**config.mk**
```make
export PLATFORM = sky130hd
export DESIGN_NAME = pfd_front
export DESIGN_NICKNAME = d
export VERILOG_FILES = /design/src/hdl/pfd_pkg.sv /design/src/hdl/pfd_front.sv
export SDC_FILE = /design/constraint.sdc
export NUM_CORES = 1
export LEC_CHECK = 0
export BUFFER_PORTS_ARGS = -buffer_cell sky130_fd_sc_hd__clkbuf_2
export CAP_MARGIN = 20
export CORE_MARGIN = 2
export CORE_UTILIZATION = 55
export DETAILED_ROUTE_END_ITERATION = 10
export PLACE_DENSITY_LB_ADDON = 0.12
export REMOVE_ABC_BUFFERS = 1
export SYNTH_ARGS = -nofsm -noshare
export SYNTH_HDL_FRONTEND = slang
export SYNTH_SLANG_ARGS = --single-unit
```
**constraint.sdc**
```tcl
create_clock -name clk -period 10.9 [get_ports clk]
set_clock_uncertainty 0.1 [all_clocks]
set_input_delay 1.635 -clock clk [delete_from_list [all_inputs] [get_ports clk]]
set_output_delay 1.635 -clock clk [all_outputs]
set_load 0.01 [all_outputs]
```
**src/hdl/pfd_pkg.sv**
```systemverilog
package pfd_pkg;
    typedef enum logic [2:0] {
        FUNC_DOT    = 3'd0,
        FUNC_LINE   = 3'd1,
        FUNC_RECT   = 3'd2,
        FUNC_CIRCLE = 3'd3,
        FUNC_CLEAR  = 3'd4,
        FUNC_READ   = 3'd5,
        FUNC_RSVD6  = 3'd6,
        FUNC_RSVD7  = 3'd7
    } func_t;

    // one decoded command as it travels from front to back
    typedef struct packed {
        logic [2:0] func;
        logic [7:0] x_start;
        logic [7:0] y_start;
        logic [7:0] x_end;
        logic [7:0] y_end;
        logic [7:0] center_x;
        logic [7:0] center_y;
        logic [7:0] radius;
        logic [2:0] read_page;
        logic [6:0] read_column;
    } cmd_t;

    typedef enum logic [3:0] {
        ST_RESET_CLEAR,
        ST_IDLE,
        ST_CLEAR,
        ST_SEG_INIT,
        ST_SEG_RUN,
        ST_RING_INIT,
        ST_RING_RUN,
        ST_PIX_RD,
        ST_PIX_WAIT,
        ST_PIX_WR,
        ST_READ_WAIT,
        ST_READ_DONE,
        ST_DONE
    } state_t;

    // queue status handed between the front queue and the engine
    typedef struct packed {
        logic valid;
        logic take;
    } qctl_t;
endpackage

```
**src/hdl/pfd_front.sv**
```systemverilog
module pfd_front (
    input  logic          clk,
    input  logic          rst_n,
    input  logic          push,
    output logic          full,
    input  pfd_pkg::cmd_t cmd_in,
    output pfd_pkg::cmd_t cmd_out,
    output logic          cmd_valid,
    input  logic          cmd_take
);
    import pfd_pkg::*;

    // two-entry command queue
    cmd_t       slot_reg [2];
    logic       rd_ptr_reg, wr_ptr_reg;
    logic [1:0] count_reg;
    logic       do_push, do_pop;

    assign full      = (count_reg == 2'd2);
    assign cmd_valid = (count_reg != 2'd0);
    assign cmd_out   = slot_reg[rd_ptr_reg];
    assign do_push   = push && !full;
    assign do_pop    = cmd_take && cmd_valid;

    // hold payload
    always_ff @(posedge clk)
    begin
        if (do_push)
        begin
            slot_reg[wr_ptr_reg] <= cmd_in;
        end
    end

    // advance pointers
    always_ff @(posedge clk or negedge rst_n)
    begin
        if (!rst_n)
        begin
            rd_ptr_reg <= 1'b0;
            wr_ptr_reg <= 1'b0;
            count_reg  <= 2'd0;
        end
        else
        begin
            if (do_push) wr_ptr_reg <= ~wr_ptr_reg;
            if (do_pop)  rd_ptr_reg <= ~rd_ptr_reg;
            count_reg <= count_reg + {1'b0, do_push} - {1'b0, do_pop};
        end
    end
endmodule

```
==> flow_metrics.tcl, run 1 <==
set metrics [dict create \
    switching_share_pct 28.2 \
    ys_seq_area_share_pct 76.7 \
    core.rowCount 36 \
    globalRouteOverflowTotal 0 \
    mostFrequentLayoutCell "clkbuf_2" \
    clock_power_share_pct 27.7 \
    crit_path_end_kind "output pin" \
    cts_resized 0 \
    syn_area_um2 5530 \
    worst_r2r_startpoint "count_reg[1]$_DFF_PN0_" \
    maxSlewViolCount 0 \
    rsz0062_at_grt "no" \
    cts_sinks 142 \
    holdPathStages 1 \
    power.leakage_nw 2.81 \
    min_to "count_reg[0]$_DFF_PN0_" \
    min_path_type "reg -> reg" \
    setup_violations 0 \
    period_minus_slack_ns 4.29 \
    cts_tree "yes" \
    post_cts.repair.setup_buffers 0 \
    cts-root-buf "clkbuf_8" \
    timing.final.ws_setup_ns 6.61 \
    tns_ns 0 \
    largest_reg_flops 138 \
    area_growth_pct 23.6 \
    hpwl_mm 5.75 \
    switchingPower_mw 0.538 \
    maxCapViolations 0 \
    place_ws_ns 7.07 \
    fp.dieArea_um2 10900 \
    cts_hold_buffers 0 \
    r2r_end "slot_reg[0][8]$_DFFE_PP_" \
    antenna_found_initial 0 \
    grt_pass1_wl_mm 13.9 \
    core_um2 9770 \
    clk_latency_ns 0.50 \
    finalHoldViolations 0 \
    p_per_area_nw_per_um2 279 \
    crit_fanout 39 \
    grt_max_degree 70 \
    antennaDiodeCount 0 \
    dieHeight_um 104 \
    fin_nets 464 \
    syn_avg_cell_area_um2 23.8 \
    synth_cell_types 15 \
    period_share_pct 39.4 \
    seqPwrFrac_pct 43.0 \
    start_util_pct 56.6 \
    wirelength_mm 9.12 \
    drive_gt1_share_pct 60.7 \
    synth_cells 233 \
    drt-initial-drc-count 100 \
    cts_inserted_buffers 17 \
    drtPass1Iterations 4 \
    cts.path.max_buffers 2 \
    wire_per_inst_um 17.0 \
    peakVddDrop_uv 137 \
    grt_use_total_pct 17.2 \
    synth_seq_cells 142 \
    drcViolationCount 0 \
    max_freq_mhz 233 \
    worstMarginPinSlew_ns 0.968 \
    cts.clk_slew.worst_paths_ns 0.06 \
    worstRegToRegCells 4 \
    die_x_um 104 \
    seq_area_um2 4250 \
    drt-vias-per-instance 4.96 \
    grt_pass1_vias 2738 \
    slew_headroom_pct 35.5 \
    p_int_mw 1.37 \
    portBuffers 143 \
    route.vias.total 2655 \
    layout_common_cells "clkbuf_2 (143), edfxtp_1 (138), mux2_4 (69), clkbuf_16 (16)" \
    synth_warnings 0 \
    regToRegSetupSlack_ns 8.46 \
    status "completed" \
    fillers 663 \
    postRouteAntennaNets 0 \
    start_kind "flip-flop" \
    gp_congestion 0.702 \
    htree_num_levels 4 \
    hp-start "count_reg[0]$_DFF_PN0_" \
    crit_type "reg -> out" \
    finalInstanceArea_um2 6840 \
    worstPathRequired_ns 9.17 \
    boundaryPins 144 \
    combPwrFrac_pct 29.3 \
    placed_cell_area_um2 6300 \
    worstPathArrival_ns 2.56 \
    multi_input_area_um2 1140 \
]
[layer usage]
metal  GRT usage [%]  routed length [um]  up-vias
met2            28.3                4610       98
met5               0                   0        -
li1                -                   -     1234
met1            20.4                3740     1311
met4            7.05                 127        0
met3            6.39                 634       12
[cell usage after synthesis]
library cell  number  area share, %
and3_1             1           0.11
xnor2_1            3           0.47
edfxtp_1         138             75
and2_4             1           0.16
nor2_1             1          0.068
xor2_1             1           0.16
nand2_1            1          0.068
dfrtp_1            4            1.8
nand2b_1           1           0.11
mux2_4            69             19
buf_12             7            2.5
ha_1               2           0.45
inv_1              2           0.14
or2_1              1           0.11
buf_6              1           0.20
[worst max path at each step]
stage / start / end / slack, ns / cells after the start
2_1_floorplan: push / slot_reg[0][0]$_DFFE_PP_ / 5.69 / 2
6_report: rd_ptr_reg$_DFFE_PN0P_ / cmd_out[49] / 6.61 / 3
4_1_cts: rd_ptr_reg$_DFFE_PN0P_ / cmd_out[49] / 6.53 / 3
3_3_place_gp: rd_ptr_reg$_DFFE_PN0P_ / cmd_out[36] / 7.08 / 3
3_5_place_dp: rd_ptr_reg$_DFFE_PN0P_ / cmd_out[49] / 7.07 / 3
5_1_grt: rd_ptr_reg$_DFFE_PN0P_ / cmd_out[49] / 6.47 / 3
[worst max-delay path: stages, from the launching register on]
cell and delay, ns:
dfrtp_4 0.89, buf_4 0.63, mux2_4 0.36, clkbuf_2 0.13
[final cells by class]
| cell class | count | area share (%) |
|---|---|---|
| sequential | 142 | 62.1 |
| multi-input combinational | 81 | 16.7 |
| timing repair buffer | 145 | 10.7 |
| clock buffer | 20 | 6.22 |
| tap | 133 | 2.43 |
| clock inverter | 12 | 1.77 |
| inverter | 2 | 0.110 |
[metrics by stage]
| stage | instances | util (%) | hold slack [ns] | total power, mW |
|---|---|---|---|---|
| 3_3_place_gp | 503 | 64.4 | 0.396 | 1.39 |
| 4_1_cts | 535 | 70.0 | 0.441 | 1.93 |
| 3_5_place_dp | 503 | 64.4 | 0.428 | 1.40 |
| 5_1_grt | 535 | 70.0 | 0.453 | 1.99 |
| 2_1_floorplan | 225 | - | 0.361 | 1.24 |
| 6_report | 535 | 70.0 | 0.434 | 1.91 |
[kinds of logic (layout without fill, tap and decap cells)]
family / after synthesis / count (layout) / share of synthesized area, %
xor+xnor: 4 / 4 / 0.633
fa+ha+maj: 2 / 2 / 0.452
buf+inv: 10 / 179 / 2.87
flops: 142 / 142 / 76.7
mux: 69 / 69 / 18.7
simple gates: 6 / 6 / 0.633
[power groups by stage]
stage | Sequential (mW) | Combinational (mW) | Clock [mW]
global route | 0.834 | 0.598 | 0.558
detailed placement | 0.834 | 0.568 | 0
CTS | 0.824 | 0.570 | 0.539
finish | 0.821 | 0.559 | 0.528
floorplan | 0.845 | 0.395 | 0
global placement | 0.829 | 0.565 | 0
Power figures use the tool's default switching activity.
==> inputs of run 2 (changes only) <==
--- a/config.mk
+++ b/config.mk
@@ -5,10 +5,11 @@
 export SDC_FILE = /design/constraint.sdc
 export NUM_CORES = 1
 export LEC_CHECK = 0
+export ABC_AREA = 1
 export BUFFER_PORTS_ARGS = -buffer_cell sky130_fd_sc_hd__clkbuf_2
 export CAP_MARGIN = 20
 export CORE_MARGIN = 2
-export CORE_UTILIZATION = 55
+export CORE_UTILIZATION = 52
 export DETAILED_ROUTE_END_ITERATION = 10
 export PLACE_DENSITY_LB_ADDON = 0.12
 export REMOVE_ABC_BUFFERS = 1
==> constraint.sdc (replaced) <==
create_clock -name clk -period 4.3 [get_ports clk]
set_clock_uncertainty 0.1 [all_clocks]
set_input_delay 0.645 -clock clk [delete_from_list [all_inputs] [get_ports clk]]
set_output_delay 0.645 -clock clk [all_outputs]
set_load 0.01 [all_outputs]
==> run 2 against run 1 <==
Non-clock buffer count rose by 6. Sequential share of layout area rose by 1.4 points. Die area rose by 0.44%. Critical path depth rose by 1. Sequential power rose by 140%. First-iteration DRC count rose by 130%.
==> flow_metrics.tcl, run 2 <==
set metrics [dict create \
    status "completed" \
    die_x_um 105 \
    worstPathCellList "buf_4 -> nand2_1 -> nand2_1 -> clkbuf_2" \
    maxSlewViolCount 0 \
    maxCapViolations 0 \
    worstRegToRegCells 4 \
    worstMarginPinSlew_ns 0.781 \
    cts.path.max_buffers 2 \
    start_util_pct 53.8 \
    synth_edf_count 138 \
    peakVddDrop_uv 355 \
    crit_path_end_kind "output pin" \
    worstPathArrival_ns 1.92 \
    timing.final.ws_setup_ns 1.64 \
    tns_ns 0 \
    start_kind "flip-flop" \
    antennaDiodeCount 0 \
    power.leakage_nw 2.96 \
    synth_cells 393 \
    fin_nets 623 \
    r2r_end "slot_reg[1][23]$_DFFE_PP_" \
    postRouteAntennaNets 0 \
    holdPathStages 1 \
    clk_latency_ns 0.51 \
    crit_start "rd_ptr_reg$_DFFE_PN0P_" \
    crit_family "buffers and inverters" \
    synth_most_common_cell "nand2_1" \
    setup_violations 0 \
    drcViolationCount 0 \
    slowest_delay_ns 0.63 \
    cts_hold_buffers 1 \
    drt-initial-drc-count 225 \
    globalRouteOverflowTotal 0 \
    cts_tree "yes" \
    cts_inserted_buffers 17 \
    p_per_area_nw_per_um2 713 \
    wirelength_mm 10.0 \
    grt_pass1_wl_mm 15.6 \
    total_power_mw 4.77 \
    cts-root-buf "clkbuf_8" \
    cpMostUsedCell "nand2_1" \
    post_cts.repair.setup_buffers 0 \
    fp.dieArea_um2 10900 \
    cp-endpoint "cmd_out[32]" \
    synth_seq_cells 142 \
    dieHeight_um 105 \
    synth_warnings 0 \
    worstPathRequired_ns 3.56 \
    slowest_stage "buf_4" \
    max_freq_mhz 375 \
    syn_area_um2 5260 \
    drt-vias-per-instance 4.77 \
    grt_use_total_pct 19.0 \
    portBuffers 143 \
    route.vias.total 3303 \
    ys_seq_area_share_pct 80.7 \
    grt_max_degree 71 \
    drtPass1Iterations 4 \
    async_flop_share_pct 2.82 \
    regToRegSetupSlack_ns 2.22 \
    layout_common_cells "nand2_1 (220), clkbuf_2 (143), edfxtp_1 (138), clkbuf_16 (16), inv_1 (8)" \
    grt_pass1_vias 3301 \
    place_ws_ns 1.83 \
    hpwl_mm 6.12 \
    period_share_pct 62.0 \
    synth.top_cells.by_count "nand2_1 (220), edfxtp_1 (138), inv_1 (9)" \
    crit_type "reg -> out" \
    core.rowCount 36 \
    worst_r2r_startpoint "count_reg[1]$_DFF_PN0_" \
    htree_num_levels 4 \
    synth_cell_types 11 \
    crit_fanout 70 \
    syn_avg_cell_area_um2 13.4 \
    cp.depth 4 \
    wire_per_inst_um 14.5 \
    core_um2 9770 \
    period_minus_slack_ns 2.66 \
    yosys.area.top_type "edfxtp_1" \
    drive_gt1_share_pct 32.6 \
    largest_reg_flops 138 \
    slew_headroom_pct 47.9 \
    gp_congestion 0.724 \
    min_path_type "in -> reg" \
    mostFrequentLayoutCell "nand2_1" \
    cts.clk_slew.worst_paths_ns 0.06 \
    synth_top_area_share_pct 78.8 \
    antenna_found_initial 0 \
    cts_resized 0 \
    finalHoldViolations 0 \
    synth-main-ff-cell "edfxtp_1" \
    ys_top_cells_by_area "edfxtp_1 (79%), nand2_1 (16%), dfrtp_1 (1.9%)" \
    boundaryPins 144 \
    critPathBufInv 2 \
    rsz0062_at_grt "no" \
    area_growth_pct 27.2 \
    cts_sinks 142 \
]
run 2: cell count changes after synthesis, sizes merged:
| cell | delta |
|---|---|
| and3 | -1 |
| mux2 | -69 |
| or2 | -1 |
| inv | +8 |
| xnor2 | -3 |
| nand2b | -1 |
| nand2 | +219 |
| nand3 | +3 |
| and2 | -1 |
| buf | +7 |
| xor2 | -1 |
run 2: area by class of cell:
| cell class | instances | area [um^2] |
|---|---|---|
| flip-flops and latches | 142 | 4250 |
| fillers | 768 | 3090 |
| multi-input cells | 226 | 877 |
| repair buffers | 151 | 791 |
| clock buffers | 17 | 414 |
| well taps | 133 | 166 |
| clock inverters | 13 | 150 |
| inverters | 10 | 40.0 |
run 2: metal layers:
metal / share of wire, % / global-route usage, % / up-vias / routed length (um)
met5: 0 / 0 / - / 0
met4: 1.7 / 8.11 / 0 / 171
met3: 8.4 / 7.86 / 12 / 847
met2: 49 / 30.8 / 115 / 4880
met1: 41 / 22.4 / 1548 / 4120
li1: - / - / 1628 / -
run 2: metrics by stage:
| step | cell area, um^2 | util, % | hold WS (ns) | instances |
|---|---|---|---|---|
| 3_3_place_gp | 6090 | 62.3 | 0.353 | 660 |
| 2_1_floorplan | 5150 | - | 0.249 | 378 |
| 4_1_cts | 6660 | 68.2 | 0.189 | 691 |
| 6_report | 6680 | 68.4 | 0.219 | 692 |
| 5_1_grt | 6680 | 68.4 | 0.186 | 692 |
| 3_5_place_dp | 6090 | 62.3 | 0.365 | 660 |
run 2: cell families after synthesis:
| family | Yosys count | share of synthesized area, % |
|---|---|---|
| fa+ha+maj | 2 | 0.476 |
| simple gates | 224 | 16.1 |
| buf+inv | 25 | 2.71 |
| flops | 142 | 80.7 |
run 2: how the worst min path moves through the flow:
| stage | start | to | slack [ns] |
|---|---|---|---|
| 6_report | cmd_in[20] | slot_reg[1][20]$_DFFE_PP_ | 0.22 |
| 5_1_grt | cmd_in[19] | slot_reg[1][19]$_DFFE_PP_ | 0.19 |
| 4_1_cts | cmd_in[52] | slot_reg[1][52]$_DFFE_PP_ | 0.19 |
| 3_5_place_dp | rst_n | wr_ptr_reg$_DFFE_PN0N_ | 0.36 |
| 3_3_place_gp | wr_ptr_reg$_DFFE_PN0N_ | wr_ptr_reg$_DFFE_PN0N_ | 0.35 |
| 2_1_floorplan | rst_n | count_reg[0]$_DFF_PN0_ | 0.25 |
run 2: power breakdown:
part,internal (mW),leakage (nW),switching [mW]
Clock,0.867,0.262,0.513
Combinational,0.462,1.36,0.965
Sequential,1.89,1.33,0.0733
Total,3.22,2.96,1.55
